===== src/rtl/core/hcbp_pkg.sv =====
// ----------------------------------------------------------------------------
// hcbp_pkg
// Shared types and constants for the prefix-code bit packer.
// ----------------------------------------------------------------------------
`default_nettype none

package hcbp_pkg;

  localparam int MAX_CODE_LEN_DEF = 16;
  localparam int NUM_SYMBOLS_DEF  = 256;

  localparam int BYTE_W  = 8;
  localparam int SYM_W   = 8;
  localparam int CODE_W  = 16;
  localparam int LEN_W   = 5;
  localparam int CMD_W   = 2;
  localparam int ACC_W   = 3;
  localparam int VAL_W   = CODE_W + BYTE_W - 1;
  localparam int TOT_W   = $clog2(VAL_W + 1);

  localparam logic [CMD_W-1:0] CMD_LOAD   = 2'd0;
  localparam logic [CMD_W-1:0] CMD_ENCODE = 2'd1;
  localparam logic [CMD_W-1:0] CMD_FLUSH  = 2'd2;

  typedef struct packed {
    logic enc;
    logic flush;
  } op_t;

  typedef struct packed {
    logic [CODE_W-1:0] code;
    logic [LEN_W-1:0]  len;
  } tbl_rd_t;

  typedef struct packed {
    logic [BYTE_W-1:0] data;
    logic              last;
  } res_t;

endpackage

`default_nettype wire


===== src/rtl/core/hcbp_packer.sv =====
// ----------------------------------------------------------------------------
// hcbp_packer
// Bit accumulator: appends code bits and splits off completed bytes.
// ----------------------------------------------------------------------------
`default_nettype none

module hcbp_packer (
  input  wire logic                      clk,
  input  wire logic                      rst_n,
  input  wire logic                      fire,
  input  hcbp_pkg::op_t                  op,
  input  hcbp_pkg::tbl_rd_t              rd,
  output logic [1:0]                     push_n,
  output hcbp_pkg::res_t                 res0,
  output hcbp_pkg::res_t                 res1
);

  logic [hcbp_pkg::BYTE_W-1:0] accum_r, accum_nxt;
  logic [hcbp_pkg::ACC_W-1:0]  count_r, count_nxt;
  logic [hcbp_pkg::VAL_W-1:0]  v;
  logic [hcbp_pkg::TOT_W-1:0]  total, t1, t2;
  logic [hcbp_pkg::ACC_W-1:0]  rem;
  logic [hcbp_pkg::BYTE_W-1:0] rem_mask;
  logic [hcbp_pkg::ACC_W:0]    pad;

  always_comb begin
    v        = (hcbp_pkg::VAL_W'(accum_r) << rd.len) | hcbp_pkg::VAL_W'(rd.code);
    total    = hcbp_pkg::TOT_W'(count_r) + hcbp_pkg::TOT_W'(rd.len);
    t1       = total - hcbp_pkg::TOT_W'(8);
    t2       = total - hcbp_pkg::TOT_W'(16);
    rem      = total[hcbp_pkg::ACC_W-1:0];
    rem_mask = (hcbp_pkg::BYTE_W'(1) << rem) - hcbp_pkg::BYTE_W'(1);
    pad      = 4'd8 - {1'b0, count_r};
    push_n    = 2'd0;
    res0.data = hcbp_pkg::BYTE_W'(v >> t1);
    res0.last = 1'b1;
    res1.data = hcbp_pkg::BYTE_W'(v >> t2);
    res1.last = 1'b1;
    accum_nxt = accum_r;
    count_nxt = count_r;
    if (op.enc && (rd.len != '0)) begin
      accum_nxt = v[hcbp_pkg::BYTE_W-1:0] & rem_mask;
      count_nxt = rem;
      if (total >= hcbp_pkg::TOT_W'(16)) begin
        push_n    = 2'd2;
        res0.last = 1'b0;
      end else if (total >= hcbp_pkg::TOT_W'(8)) begin
        push_n = 2'd1;
      end
    end else if (op.flush && (count_r != '0)) begin
      push_n    = 2'd1;
      res0.data = accum_r << pad;
      accum_nxt = '0;
      count_nxt = '0;
    end
  end

  always_ff @(posedge clk) begin
    if (!rst_n) begin
      accum_r <= '0;
      count_r <= '0;
    end else if (fire) begin
      accum_r <= accum_nxt;
      count_r <= count_nxt;
    end
  end

endmodule

`default_nettype wire


===== config.mk =====
export PLATFORM = sky130hd
export DESIGN_NAME = hcbp_packer
export DESIGN_NICKNAME = d
export VERILOG_FILES = /design/src/rtl/core/hcbp_pkg.sv /design/src/rtl/core/hcbp_packer.sv
export SDC_FILE = /design/constraint.sdc
export NUM_CORES = 1
export LEC_CHECK = 0
export BUFFER_PORTS_ARGS = -buffer_cell sky130_fd_sc_hd__buf_2
export CORE_MARGIN = 1
export CORE_UTILIZATION = 60
export CTS_BUF_LIST = sky130_fd_sc_hd__clkbuf_16
export CTS_CLUSTER_SIZE = 8
export DETAILED_ROUTE_END_ITERATION = 8
export MAX_ROUTING_LAYER = met4
export PLACE_DENSITY = 0.83
export SETUP_SLACK_MARGIN = 0.2
export SKIP_LAST_GASP = 1
export SYNTH_ARGS = -nofsm -noshare
export SYNTH_HDL_FRONTEND = slang
export SYNTH_SLANG_ARGS = --single-unit

===== constraint.sdc =====
create_clock -name clk -period 5.2 [get_ports clk]
set_clock_uncertainty 0.2 [all_clocks]
set_input_delay 0.78 -clock clk [delete_from_list [all_inputs] [get_ports clk]]
set_output_delay 0.78 -clock clk [all_outputs]
set_load 0.02 [all_outputs]

==> results.md <==
- The run finished with clean final reports.
- The hold buffer count at CTS is 0.
- The worst min-delay path category is reg -> reg.
- The cell sitting at the root of the clock tree is a sky130_fd_sc_hd__clkbuf_16.
- The final-report max-slew violation count came to 0.
- At the worst endpoint, the required time is 4.22 ns.
- The worst setup path is captured at an output pin.
- The share of the Yosys chip area taken by registers is 6.86%.
- By area the synthesized netlist is led by sky130_fd_sc_hd__mux2i_1 9.4%, sky130_fd_sc_hd__mux4_2 7.7%, sky130_fd_sc_hd__dfxtp_1 6.9%.
- The total wire length after detailed routing is 11.8 mm.
- The clock reaches the later pin of the worst-skew pair after 0.24 ns.
- Measured against its own limit, the worst slew margin works out to 12.4%.
- The netlist area before placement is 3210 um^2.
- The count of buffers from port buffering is 44.
- The worst-case clock buffer depth is 2.
- Walking the worst path, the cells encountered are buf_2, ha_1, inv_1, fa_1, nor2b_1, o21ai_0, xnor2_1, inv_2, ha_2, nand2b_1, nor2_1, nand4_1, o21ai_0, or4b_1, buf_2.
- The first global-routing pass estimated 17.8 mm of wire.
- The average routed wire per standard cell is 21.8 um.
- The leading area contributor after synthesis is sky130_fd_sc_hd__mux2i_1.
- For this run, asynchronously set or reset flops after synthesis account for 0%.
- The part of the total power dissipated in sequential elements is 13.2%.
- The total congestion overflow is 0.
- The internal power of the cells totals 372 uW.
- The number of global-route vias before repair was 3497.
- Total power for the finished layout comes to 733 uW.
- Entering global routing, the biggest net connects 31 pins.
- The floorplan step set the die width to 75.1 um.
- In this run, distinct cell masters in the synthesized netlist total 72.
- The routed layout has 4029 vias.
- The H-tree depth is 1.
- The net switching fraction of the power is 49.2%.
- The DRC violation total after the first TritonRoute iteration is 660.
- After the last flow step, the layout net total stands at 508.
- The utilization of the core after routing is 69.1%.
- For this run, the detailed router's first-pass iteration total came to 7.
- Of the cells placed in the final design, the portion with a size suffix greater than 1 is 22.2%.
- The clock network burns 18.7% of the power.
- Dividing the detail-routed via count by the number of cells gives 7.42.
- The final critical path time including I/O delays and setup is 4.85 ns.
- In this run the mean area of a mapped cell was 7.20 um^2.
- The critical-path cell with the highest stage delay is sky130_fd_sc_hd__or4b_1.
- Synthesis handed over a netlist of 446 instances.
- The synthesis-to-layout area growth is 10.6%.
- The finished cells cover 3550 um^2.
- The total global-route track usage is 43.3%.
- The detail route stage leaves a number of antenna-violating nets equal to 0.
- For the pin with the worst max-slew slack, the measured transition is 1.30 ns.
- The floorplan has 26 rows.
- The maximum frequency from static timing analysis is 206 MHz.
- The post-synth net total is 480.
- The count of filler cells inserted in the layout is 469.
- The die covers 5650 um^2.
- The leading register cell type out of synthesis is sky130_fd_sc_hd__dfxtp_1.
- Routability-driven placement finished with a final weighted congestion of 1.08.
- The largest stage delay on the critical path is 0.49 ns.
- The final cycle utilization of the critical path is 93.3%.
- The number of ports placed on the die boundary is 46.
- The HPWL after detailed placement is 8.95 mm.
- The area share of the leading cell type in the synthesized netlist is 9.36%.
- The initial antenna violation count was 0.
- Combinational cells account for 68.2% of the total power.
- The post-detailed-placement cell area is 3460 um^2.
- The power density over the cells is 207 nW/um^2.
- Once routing completed, OpenROAD measured the worst setup slack at 0.346 ns.
- The switching component of the power is 361 uW.
- In the layout the commonest cells are 44 x sky130_fd_sc_hd__buf_2, 40 x sky130_fd_sc_hd__nor2_1, 38 x sky130_fd_sc_hd__nand2_1.
- The worst setup path is launched from an input pin.
- The CTS tree is built.
- The starting density of the core is 62.4%.
- The antenna diode count is 0.
- The sum of negative setup slack is 0 ns.
- The final number of hold-violating endpoints is 0.
- The total of warnings raised by yosys is 0.
- The classification of the worst setup path is in -> out.
- The most common cell after layout, fill and taps aside is sky130_fd_sc_hd__buf_2.
- For the worst setup path, the data arrival time is 3.87 ns.
- The synthesized design contains 0 enable-type register cells.
- The floorplan step set the die height to 75.1 um.
- The final count of negative-setup-slack endpoints is 0.
- Setup repair after global routing left no endpoint under its margin.
- For this run, design rule violations remaining after detail routing come to 0.
- The tree built by TritonCTS fans out to 11 sinks.
- For this design the static power due to leakage is 1.34 nW.
- Synthesis inferred 11 register bits.
- Max-cap violations in this run came to 0.
- After clock tree synthesis, the clock-pin slew on the worst setup and hold paths is 0.04 ns.
- The worst ir drop on vdd is 0.236 mV.
- The core area is 5140 um^2.
- The number of buffers created by CTS is 3.
- The largest driver fanout on the critical path is 7.
- Prior to clock tree synthesis, the placed netlist has a worst setup slack of 0.273 ns.
layer usage:
metal / track usage, % / share of wire (%) / vias to the layer above
met2: 65.8 / 44 / 321
met5: - / 0 / -
met3: 8.70 / 12 / 73
li1: - / - / 1782
met1: 57.0 / 39 / 1853
met4: 15.6 / 4.6 / 0
Yosys cell counts, drive strengths merged (6+ instances only):
cell type and count:
o22ai 12, nor2 40, dfxtp 11, o21ai 30, a32oi 8, a22oi 10, ha 7, and2 6
o211ai 14, nor3 8, mux4 11, clkbuf 28, nand2 38, inv 13, nor2b 14, buf 12
mux2 14, nand3 14, mux2i 30, a21oi 27
worst paths after layout:
| check | start | end | slack, ns | cells after the start |
|---|---|---|---|---|
| worst min-delay path | count_r[2] | count_r[2] | 0.33 | 2 |
| worst max-delay path | rd[0] | res0[5] | 0.35 | 15 |
| worst min register to register | count_r[2] | count_r[2] | 0.33 | 2 |
| worst max register to register | count_r[0] | accum_r[6] | 2.32 | 10 |
stage by stage:
stage | hold WS (ns) | cells
floorplan | 0.260 | 446
global placement | 0.288 | 538
detailed placement | 0.299 | 538
CTS | 0.321 | 542
global route | 0.352 | 543
finish | 0.334 | 543
power by group through the flow:
stage	Sequential (mW)	Combinational [mW]	Clock (mW)
after floorplan	0.0919	0.349	0
after global placement	0.0972	0.474	0
after detailed placement	0.0975	0.478	0
after CTS	0.0960	0.481	0.139
after global routing	0.0971	0.533	0.142
final	0.0965	0.500	0.137
final cells by class:
class	instances	area (um^2)	share of cell area (%)
clock buffer	3	75.1	2.11
multi-input combinational	381	2750	77.4
tap	70	87.6	2.47
inverter	14	52.6	1.48
sequential	11	221	6.24
timing repair buffer	63	363	10.2
clock inverter	1	3.75	0.106
state kept, by name, indices dropped and copies added (netlist names):
register,count
accum_r,8
count_r,3
worst max-delay path, delay by kind of cell:
family                   cells  cell delay (ns)
AND/OR/NAND/NOR              5             1.07
XOR/XNOR                     1             0.36
buffers and inverters        4             0.46
adder cells (fa/ha/maj)      3             1.03
AO/OA/AOI/OAI                2             0.18
what timing repair did:
action / CTS / global route
endpoints found under the setup margin: 0 / 6
gates resized for setup: 0 / 3
setup buffers: 0 / 1
logic make-up (layout without fill, tap and decap cells):
family,after synthesis,after routing,share of synthesized area (%)
compound gates,159,159,34.2
xor+xnor,4,4,1.09
fa+ha+maj,8,8,3.35
buf+inv,54,81,7.88
flops,11,11,6.86
mux,55,55,22.0
other cells,1,1,0.117
simple gates,154,154,24.5
Note: power is estimated with default switching activity, not from simulation.
