`config.mk`:
```
export PLATFORM = sky130hd
export DESIGN_NAME = hcbp_out_fifo
export DESIGN_NICKNAME = d
export VERILOG_FILES = /design/src/rtl/core/hcbp_pkg.sv /design/src/rtl/core/hcbp_out_fifo.sv
export SDC_FILE = /design/constraint.sdc
export NUM_CORES = 1
export LEC_CHECK = 0
export ABC_AREA = 1
export BUFFER_PORTS_ARGS = -buffer_cell sky130_fd_sc_hd__buf_4
export CORE_UTILIZATION = 40
export CTS_CLUSTER_DIAMETER = 50
export DETAILED_ROUTE_END_ITERATION = 10
export PLACE_DENSITY = 0.59
export SYNTH_ARGS = -nofsm -noshare
export SYNTH_HDL_FRONTEND = slang
export SYNTH_SLANG_ARGS = --single-unit
```
`constraint.sdc`:
```
create_clock -name clk -period 2.2 [get_ports clk]
set_input_delay 0.44 -clock clk [delete_from_list [all_inputs] [get_ports clk]]
set_output_delay 0.44 -clock clk [all_outputs]
set_load 0.005 [all_outputs]
```
`src/rtl/core/hcbp_pkg.sv`:
```
// ----------------------------------------------------------------------------
// hcbp_pkg
// Shared types and constants for the prefix-code bit packer.
// ----------------------------------------------------------------------------
`default_nettype none

package hcbp_pkg;

  localparam int MAX_CODE_LEN_DEF = 16;
  localparam int NUM_SYMBOLS_DEF  = 256;

  localparam int BYTE_W  = 8;
  localparam int SYM_W   = 8;
  localparam int CODE_W  = 16;
  localparam int LEN_W   = 5;
  localparam int CMD_W   = 2;
  localparam int ACC_W   = 3;
  localparam int VAL_W   = CODE_W + BYTE_W - 1;
  localparam int TOT_W   = $clog2(VAL_W + 1);

  localparam logic [CMD_W-1:0] CMD_LOAD   = 2'd0;
  localparam logic [CMD_W-1:0] CMD_ENCODE = 2'd1;
  localparam logic [CMD_W-1:0] CMD_FLUSH  = 2'd2;

  typedef struct packed {
    logic enc;
    logic flush;
  } op_t;

  typedef struct packed {
    logic [CODE_W-1:0] code;
    logic [LEN_W-1:0]  len;
  } tbl_rd_t;

  typedef struct packed {
    logic [BYTE_W-1:0] data;
    logic              last;
  } res_t;

endpackage

`default_nettype wire

```
`src/rtl/core/hcbp_out_fifo.sv`:
```
// ----------------------------------------------------------------------------
// hcbp_out_fifo
// Four-entry result queue taking up to two items per cycle, one out.
// ----------------------------------------------------------------------------
`default_nettype none

module hcbp_out_fifo (
  input  wire logic     clk,
  input  wire logic     rst_n,
  input  wire logic [1:0] push_n,
  input  hcbp_pkg::res_t  d0,
  input  hcbp_pkg::res_t  d1,
  output logic          room,
  output logic          out_valid,
  input  wire logic     out_ready,
  output hcbp_pkg::res_t  q
);

  hcbp_pkg::res_t mem [4];
  logic [1:0] wr_ptr_r, rd_ptr_r;
  logic [2:0] cnt_r;
  logic       pop;

  assign out_valid = (cnt_r != 3'd0);
  assign pop       = out_valid & out_ready;
  assign room      = (cnt_r <= 3'd2);
  assign q         = mem[rd_ptr_r];

  always_ff @(posedge clk) begin
    if (push_n != 2'd0) begin
      mem[wr_ptr_r] <= d0;
    end
    if (push_n == 2'd2) begin
      mem[wr_ptr_r + 2'd1] <= d1;
    end
  end

  always_ff @(posedge clk) begin
    if (!rst_n) begin
      wr_ptr_r <= '0;
      rd_ptr_r <= '0;
      cnt_r    <= '0;
    end else begin
      wr_ptr_r <= wr_ptr_r + push_n;
      rd_ptr_r <= rd_ptr_r + {1'b0, pop};
      cnt_r    <= cnt_r + {1'b0, push_n} - {2'b0, pop};
    end
  end

endmodule

`default_nettype wire
```
==> impl_metrics.yaml, run 1 <==
hold_path:
  min_path_type: "in2reg"
  hold_start: "rst_n"
grt:
  grt_max_degree: 21
  track_usage_pct: 17.3
  grt_pass1_wl_um: 7730
  antenna_found_initial: 0
  grt_overflow: 0
  grt_pass1_vias: 1632
sta:
  hold_viol: 0
  setup_viol: 0
  rsz0062_at_grt: "no"
  fmax_mhz: 498
  tns_ns: 0
  worstMarginPinSlew_ns: 0.678
  min_period_ns: 2.01
  finClkSkew_ns: 0.00353
  min_period_over_period_pct: 91.2
  relSlewSlack_pct: 54.4
  fin_ws_ns: 0.193
  slew_viol_final: 0
logic_synthesis:
  synth.largest_area_cell: "edfxtp_1"
  netlist_instances: 229
  synthXorXnorAreaFrac_pct: 1.56
  synth_area_mm2: 0.00225
  yosysWarningCount: 0
  synth_mux_area_share_pct: 0
  synth_compound_area_share_pct: 18.9
  ys_top_cells_by_area: "edfxtp_1 (48%), nand2_1 (7.8%), dfxtp_1 (6.2%)"
  synth-simple-area-share_pct: 16.5
  synth-seq-area-share_pct: 54.3
  synth.distinct_cells: 23
  yosys.area.top_type_share_pct: 48.1
  syn_area_per_cell_um2: 9.82
  synth_top_family_by_area: "compound AO/OA/AOI/OAI gates"
  synth_nets: 256
  synth.ff_latch_count: 43
  synth_fa_ha_area_share_pct: 2.56
cells_and_area:
  syn2layout_area_growth_pct: 19.1
  layout-drive-gt1-share_pct: 26.1
  final_common_cell: "nand2_1"
  antenna_cells: 0
  final_cell_mix: "nand2_1 (47), buf_4 (43), edfxtp_1 (36)"
  nets: 298
  nFillCells: 501
floorplan:
  die_area_mm2: 0.00593
  row_count: 26
  start_util_pct: 42.7
  die_x_um: 77.0
  die_h_um: 77.0
  ioPinCount: 34
  coreArea_mm2: 0.00527
clock_tree:
  cts_made_buffers: 5
  clock_sinks: 43
  clk-insertion-delay-late_ns: 0.29
  cts.hold.buffers_added: 0
  clk_pin_slew_ns: 0.08
  cts_tree: "yes"
  cts-root-buf: "clkbuf_8"
  cts_setup_buffers: 0
  post_cts_resized: 0
  h-tree-depth: 2
  clockBufferDepth: 2
run:
  drv_cap: 0
drt:
  ant_nets: 0
  drtIter0Drc: 84
  dr.pass1.iters: 4
  vias: 1713
  drt-total-wl_um: 4710
  wl_per_cell_um: 13.8
  routed_via_density: 5.01
  drc: 0
worst_setup_path:
  cp.required_ns: 1.76
  crit_fanout: 19
  crit_start: "rd_ptr_r[0]"
  crit_path_max_incr_delay_ns: 0.44
  crit_chain: "inv_1 > o21ai_0 > o22ai_1 > buf_4"
  end_kind: "primary output"
  crit_type: "reg2out"
  start_kind: "register"
  slowest_stage: "inv_1"
  r2r_start: "cnt_r[2]"
  cp.arrival_ns: 1.57
pwr:
  p_leak_nw: 1.13
  peakVddDrop_v: 0.000402
  powerDensity_mw_per_mm2: 850
outcome:
  outcome: "finished clean"
placed_design:
  pre_cts_ws_ns: 0.388
  dp.final_hpwl_um: 3340
  gp_congestion: 0.744
  io_buffers: 33
## worst max-delay path, delay by kind of cell, from the launching register on
kind / cells / cell delay (ns)
AOI/OAI and AO/OA: 2 / 0.37
buffers and inverters: 2 / 0.59
DFF: 1 / 0.31
## cell type report
type | count | area [µm²] | area share [%]
tap | 70 | 87.6 | 3.27
clock buffer | 7 | 76.3 | 2.85
timing repair buffer | 43 | 323 | 12.0
sequential | 43 | 1220 | 45.6
multi-input combinational | 157 | 888 | 33.1
clock inverter | 1 | 5.00 | 0.187
inverter | 21 | 78.8 | 2.94
## flip-flops by register name (all words and copies together) (netlist names)
register  count
cnt_r         3
wr_ptr_r      2
mem          36
rd_ptr_r      2
## Yosys cell counts
master and n:
xor2_1 1, nand3_1 1, ha_1 3, dfxtp_1 7, o21ai_0 18, buf_6 4, nand2_1 47, inv_2 3
o21ai_1 22, a21oi_1 3, nor2_8 1, inv_1 18, buf_2 1, edfxtp_1 36, nand3_4 4, fa_1 1
nand4_1 1, xnor2_1 3, clkbuf_1 3, o22ai_1 9, o21ai_2 14, nor2_1 25, o31ai_1 4
## worst paths after layout
kind                    to  slack [ns]  depth (start not counted)
hold reg to reg   cnt_r[2]        0.63                          3
setup reg to reg  cnt_r[2]        0.40                         10
setup / recovery      q[8]        0.19                          4
hold / removal    cnt_r[0]        0.38                          3
## logic make-up after synthesis
group,Yosys count
DFF,43
adders and majority gates,4
and+or+nand+nor,79
AOI/OAI and AO/OA,70
buffers and inverters,29
xor gates and xnor gates,4
## per-stage QoR
| stage | cell area, µm² | utilization (%) | power (mW) | std cells | hold WS, ns |
|---|---|---|---|---|---|
| after floorplan | 2250 | - | 1.50 | 229 | 0.533 |
| after global placement | 2600 | 49.3 | 1.80 | 334 | 0.623 |
| after detailed placement | 2600 | 49.3 | 1.82 | 334 | 0.624 |
| final | 2680 | 50.9 | 2.28 | 342 | 0.381 |
| after CTS | 2680 | 50.9 | 2.29 | 342 | 0.378 |
| after global routing | 2680 | 50.9 | 2.42 | 342 | 0.397 |
## power breakdown
part | total [mW] | switching, mW | internal [mW]
Combinational | 0.745 | 0.412 | 0.333
Sequential | 1.05 | 0.0551 | 0.998
Clock | 0.481 | 0.258 | 0.223
## per-layer routing
| metal | vias to the layer above | routed length, µm | track usage (%) |
|---|---|---|---|
| met1 | 795 | 2190 | 21.3 |
| met3 | 9 | 136 | 4.05 |
| met5 | - | 0 | 0 |
| met2 | 26 | 2330 | 29.6 |
| li1 | 883 | - | - |
| met4 | 0 | 65 | 6.04 |
Note: power is estimated with default switching activity, not from simulation.
==> run 2: changes to the inputs <==
--- a/config.mk
+++ b/config.mk
@@ -7,10 +7,12 @@
 export LEC_CHECK = 0
 export ABC_AREA = 1
 export BUFFER_PORTS_ARGS = -buffer_cell sky130_fd_sc_hd__buf_4
+export CELL_PAD_IN_SITES_DETAIL_PLACEMENT = 1
+export CELL_PAD_IN_SITES_GLOBAL_PLACEMENT = 1
 export CORE_UTILIZATION = 40
 export CTS_CLUSTER_DIAMETER = 50
 export DETAILED_ROUTE_END_ITERATION = 10
-export PLACE_DENSITY = 0.59
+export PLACE_DENSITY = 0.73
 export SYNTH_ARGS = -nofsm -noshare
 export SYNTH_HDL_FRONTEND = slang
 export SYNTH_SLANG_ARGS = --single-unit
==> constraint.sdc (replaced) <==
create_clock -name clk -period 2.2 [get_ports clk]
set_input_delay 0.66 -clock clk [delete_from_list [all_inputs] [get_ports clk]]
set_output_delay 0.66 -clock clk [all_outputs]
set_load 0.005 [all_outputs]
==> run 2 against run 1 <==
Design area increased by 2.1%. Sequential power hardly changed. First-iteration DRC count decreased by 51%. Combinational power up 7.4%. Clock power about the same. Clock skew increased by 0.0046 ns. Critical path type unchanged. Global-route usage increased by 3.2 points. Largest cell class unchanged. Via count grew 2.7%. Critical endpoint is now q[5]. Fmax down 3.2%. Sequential share of layout area fell by 0.92 points.
==> impl_metrics.yaml, run 2 (same netlist as run 1, synthesis figures left out) <==
worst_setup_path:
  crit_fanout: 10
  r2r_slack_ns: 0.36
  cp.arrival_ns: 1.41
  r2r-end: "cnt_r[2]"
  cp.required_ns: 1.54
  start_kind: "register"
  crit_type: "reg2out"
  r2r_start: "cnt_r[2]"
  end_kind: "primary output"
  rr_worst_depth: 10
cells_and_area:
  regMostFlops: "mem"
  fin_util_pct: 51.9
  regArea_mm2: 0.00122
  nets: 302
  final_common_cell: "nand2_1"
  reg.largest.list: "mem x36, cnt_r x3"
  syn2layout_area_growth_pct: 21.6
  multiInputGateArea_um2: 888
  finalInstanceArea_mm2: 0.00274
  nFillCells: 608
  antenna_cells: 0
  fin_cells: 346
  layout-drive-gt1-share_pct: 27.5
  largest_reg_flops: 36
  final_cell_mix: "nand2_1 (47), buf_4 (45), edfxtp_1 (36)"
hold_path:
  min_path_type: "reg2reg"
  holdPathStages: 2
  hold_start: "rd_ptr_r[0]"
  hold_end: "rd_ptr_r[0]"
floorplan:
  coreArea_mm2: 0.00527
  ioPinCount: 34
  die_area_mm2: 0.00593
  die_x_um: 77.0
  start_util_pct: 42.7
  die_h_um: 77.0
  row_count: 26
clock_tree:
  clk-insertion-delay-late_ns: 0.29
  clk_pin_slew_ns: 0.08
  cts.hold.buffers_added: 0
  cts_tree: "yes"
  clock_sinks: 43
  h-tree-depth: 2
  cts_setup_buffers: 0
  clockBufferDepth: 2
  cts_made_buffers: 5
  post_cts_resized: 0
  cts-root-buf: "clkbuf_8"
drt:
  dr.pass1.iters: 4
  drtIter0Drc: 41
  wl_per_cell_um: 15.8
  drt-total-wl_um: 5470
  vias: 1759
  routed_via_density: 5.08
  drc: 0
  ant_nets: 0
sta:
  fin_ws_ns: 0.125
  rsz0062_at_grt: "no"
  hold_viol: 0
  fmax_mhz: 482
  finClkSkew_ns: 0.00813
  min_period_ns: 2.07
  setup_viol: 0
  slew_viol_final: 0
  worstMarginPinSlew_ns: 0.662
  relSlewSlack_pct: 55.5
  min_period_over_period_pct: 94.3
  hold-worst-slack_ns: 0.604
  tns_ns: 0
placed_design:
  placed_cell_area_mm2: 0.00265
  gp_congestion: 0.688
  io_buffers: 33
  dp.final_hpwl_um: 4000
  dp_cells: 338
  pre_cts_ws_ns: 0.223
pwr:
  p_leak_nw: 1.16
  powerDensity_mw_per_mm2: 854
  peakVddDrop_v: 0.000390
  power.total_mw: 2.33
grt:
  track_usage_pct: 20.5
  grt_max_degree: 21
  antenna_found_initial: 0
  grt_pass1_wl_um: 9080
  grt_overflow: 0
  grt_pass1_vias: 1865
outcome:
  outcome: "finished clean"
run:
  drv_cap: 0
-- run 2: worst max path at each step --
stage	from	to	depth (start not counted)
global route	rd_ptr_r[1]	q[3]	4
global placement	out_ready	cnt_r[2]	9
CTS	rd_ptr_r[1]	q[5]	4
detailed placement	out_ready	cnt_r[2]	9
floorplan	push_n[0]	mem[0][0]	2
finish	rd_ptr_r[1]	q[5]	4
-- run 2: final cells by class --
type                            count  share of cell area (%)
Clock buffer                        6                    2.65
Clock inverter                      2                   0.320
Inverter                           21                    2.88
Multi-Input combinational cell    157                    32.5
Sequential cell                    43                    44.6
Tap cell                           70                    3.20
Timing Repair Buffer               47                    13.8
-- run 2: power by group --
part | total, mW | leakage [nW] | switching, mW | internal (mW)
Sequential | 1.05 | 0.396 | 0.0556 | 0.998
Combinational | 0.800 | 0.722 | 0.434 | 0.366
Clock | 0.481 | 0.0426 | 0.262 | 0.219
Total | 2.33 | 1.16 | 0.752 | 1.58
-- run 2: routing by layer --
metal / part of all wire, % / wire (µm) / global-route usage [%] / vias up
li1: - / - / - / 885
met1: 41 / 2230 / 23.3 / 831
met5: 0 / 0 / 0 / -
met3: 3.2 / 173 / 4.05 / 11
met2: 54 / 2960 / 37.3 / 32
met4: 2.0 / 110 / 8.30 / 0
-- run 2: worst max-delay path: stages, from the launching register on --
cell	delay [ns]
dfxtp_1	0.33
inv_1	0.28
o21ai_0	0.18
o22ai_1	0.18
buf_4	0.15
==> run 3: changes to the inputs <==
--- a/config.mk
+++ b/config.mk
@@ -9,6 +9,7 @@
 export BUFFER_PORTS_ARGS = -buffer_cell sky130_fd_sc_hd__buf_4
 export CELL_PAD_IN_SITES_DETAIL_PLACEMENT = 1
 export CELL_PAD_IN_SITES_GLOBAL_PLACEMENT = 1
+export CORE_ASPECT_RATIO = 0.6
 export CORE_UTILIZATION = 40
 export CTS_CLUSTER_DIAMETER = 50
 export DETAILED_ROUTE_END_ITERATION = 10
==> run 3 against run 2 <==
Routed wire length increased by 4.5%. Final cell count decreased by 1.4%. Power increased by 0.34%. Critical path depth unchanged. Global-route usage increased by 1.3 points. Clock power increased by 4%. Register-to-register slack got worse by 0.04 ns. Non-clock buffer count decreased by 1. Die area increased by 0.16%. Combinational power decreased by 2%. Sequential cell count unchanged. Critical path type unchanged.
==> impl_metrics.yaml, run 3 (same netlist as run 1, synthesis figures left out) <==
grt:
  grt_pass1_vias: 1885
  grt_max_degree: 21
  track_usage_pct: 21.8
  antenna_found_initial: 0
  grt_overflow: 0
  grt_pass1_wl_um: 9580
run:
  drv_cap: 0
worst_setup_path:
  rr_worst_depth: 10
  cp.arrival_ns: 1.43
  start_kind: "register"
  crit_fanout: 20
  crit_start: "rd_ptr_r[0]"
  end_kind: "primary output"
  r2r_start: "cnt_r[2]"
  cp.required_ns: 1.54
  crit_type: "reg2out"
sta:
  slew_viol_final: 0
  min_period_over_period_pct: 95.1
  tns_ns: 0
  fmax_mhz: 478
  rsz0062_at_grt: "no"
  hold_viol: 0
  worstMarginPinSlew_ns: 0.413
  relSlewSlack_pct: 72.2
  min_period_ns: 2.09
  setup_viol: 0
  finClkSkew_ns: 0.00846
drt:
  vias: 1772
  wl_met3_um: 205
  met2WireLength_um: 2600
  drc: 0
  ant_nets: 0
  top_layer: "met4"
  routedLengthMet1_um: 2880
  wl_per_cell_um: 16.8
  drt-total-wl_um: 5720
  drtIter0Drc: 53
  dr.pass1.iters: 4
  routed_via_density: 5.20
hold_path:
  min_path_type: "reg2reg"
  hold_start: "rd_ptr_r[0]"
  holdPathStages: 2
cells_and_area:
  nFillCells: 627
  finalInstanceArea_mm2: 0.00270
  final_cell_mix: "nand2_1 (47), buf_4 (46), edfxtp_1 (36)"
  fin_util_pct: 51.7
  fin_cells: 341
  nets: 301
  antenna_cells: 0
  largest_reg_flops: 36
  syn2layout_area_growth_pct: 20.1
  reg.largest.list: "mem x36, cnt_r x3"
  final_common_cell: "nand2_1"
  layout-drive-gt1-share_pct: 28.0
  regMostFlops: "mem"
clock_tree:
  clk-insertion-delay-late_ns: 0.29
  h-tree-depth: 2
  clock_sinks: 43
  cts_tree: "yes"
  cts_setup_buffers: 0
  cts_made_buffers: 5
  clk_pin_slew_ns: 0.08
  cts-root-buf: "clkbuf_8"
  clockBufferDepth: 2
pwr:
  peakVddDrop_v: 0.000305
  p_leak_nw: 1.14
  power.total_mw: 2.34
  powerDensity_mw_per_mm2: 867
floorplan:
  die_x_um: 98.8
  ioPinCount: 34
  die_h_um: 60.1
  coreArea_mm2: 0.00523
  row_count: 20
  start_util_pct: 43.0
  die_area_mm2: 0.00594
placed_design:
  placed_cell_area_mm2: 0.00262
  dp_cells: 333
  gp_congestion: 0.740
  dp.final_hpwl_um: 4210
  io_buffers: 33
outcome:
  outcome: "finished clean"
## run 3: cell count changes in the layout (fill, tap and decap cells not counted)
| cell | previous run | this run |
|---|---|---|
| inv_1 | 17 | 16 |
| o21ai_1 | 22 | 23 |
| buf_4 | 45 | 46 |
| clkinv_1 | 1 | 0 |
| inv_2 | 4 | 5 |
| clkinvlp_4 | 0 | 1 |
| o21ai_0 | 18 | 17 |
| buf_12 | 2 | 0 |
## run 3: where the power goes
part	internal [mW]	switching [mW]	total [mW]	leakage, nW
Combinational	0.349	0.438	0.787	0.705
Sequential	0.998	0.0585	1.06	0.396
Clock	0.222	0.278	0.500	0.0412
Total	1.57	0.774	2.34	1.14
## run 3: timing repair
| item | CTS | global route |
|---|---|---|
| resized for setup | 0 | 3 |
| endpoints found under the setup margin | 0 | 2 |
| hold buffers | 0 | 0 |
## run 3: area by class of cell
type / instances / area, µm² / share of cell area, %
clock buffer: 6 / 72.6 / 2.69
timing repair buffer: 46 / 345 / 12.8
multi-input combinational: 157 / 888 / 32.9
tap: 66 / 82.6 / 3.06
clock inverter: 2 / 12.5 / 0.463
sequential: 43 / 1220 / 45.2
inverter: 21 / 78.8 / 2.92
## run 3: critical path: stages (launching register included)
cell and delay (ns):
dfxtp_1 0.35, buf_4 0.26, o21ai_0 0.14, o22ai_1 0.24
buf_4 0.16
## run 3: worst paths after layout
kind                      end  slack, ns
setup / recovery         q[3]       0.11
hold / removal    rd_ptr_r[0]       0.59
setup reg to reg     cnt_r[2]       0.32
hold reg to reg   rd_ptr_r[0]       0.59
## run 3: per-layer routing
metal,vias up,global-route usage [%]
li1,886,-
met1,848,29.9
met2,36,36.9
met3,2,4.21
met4,0,3.84
met5,-,0
## run 3: metrics by stage
stage	worst slack (ns)	hold slack, ns
final	0.107	0.589
after global routing	0.0282	0.626
after CTS	0.0620	0.610
after detailed placement	0.215	0.642
after global placement	0.241	0.638
after floorplan	0.321	0.584
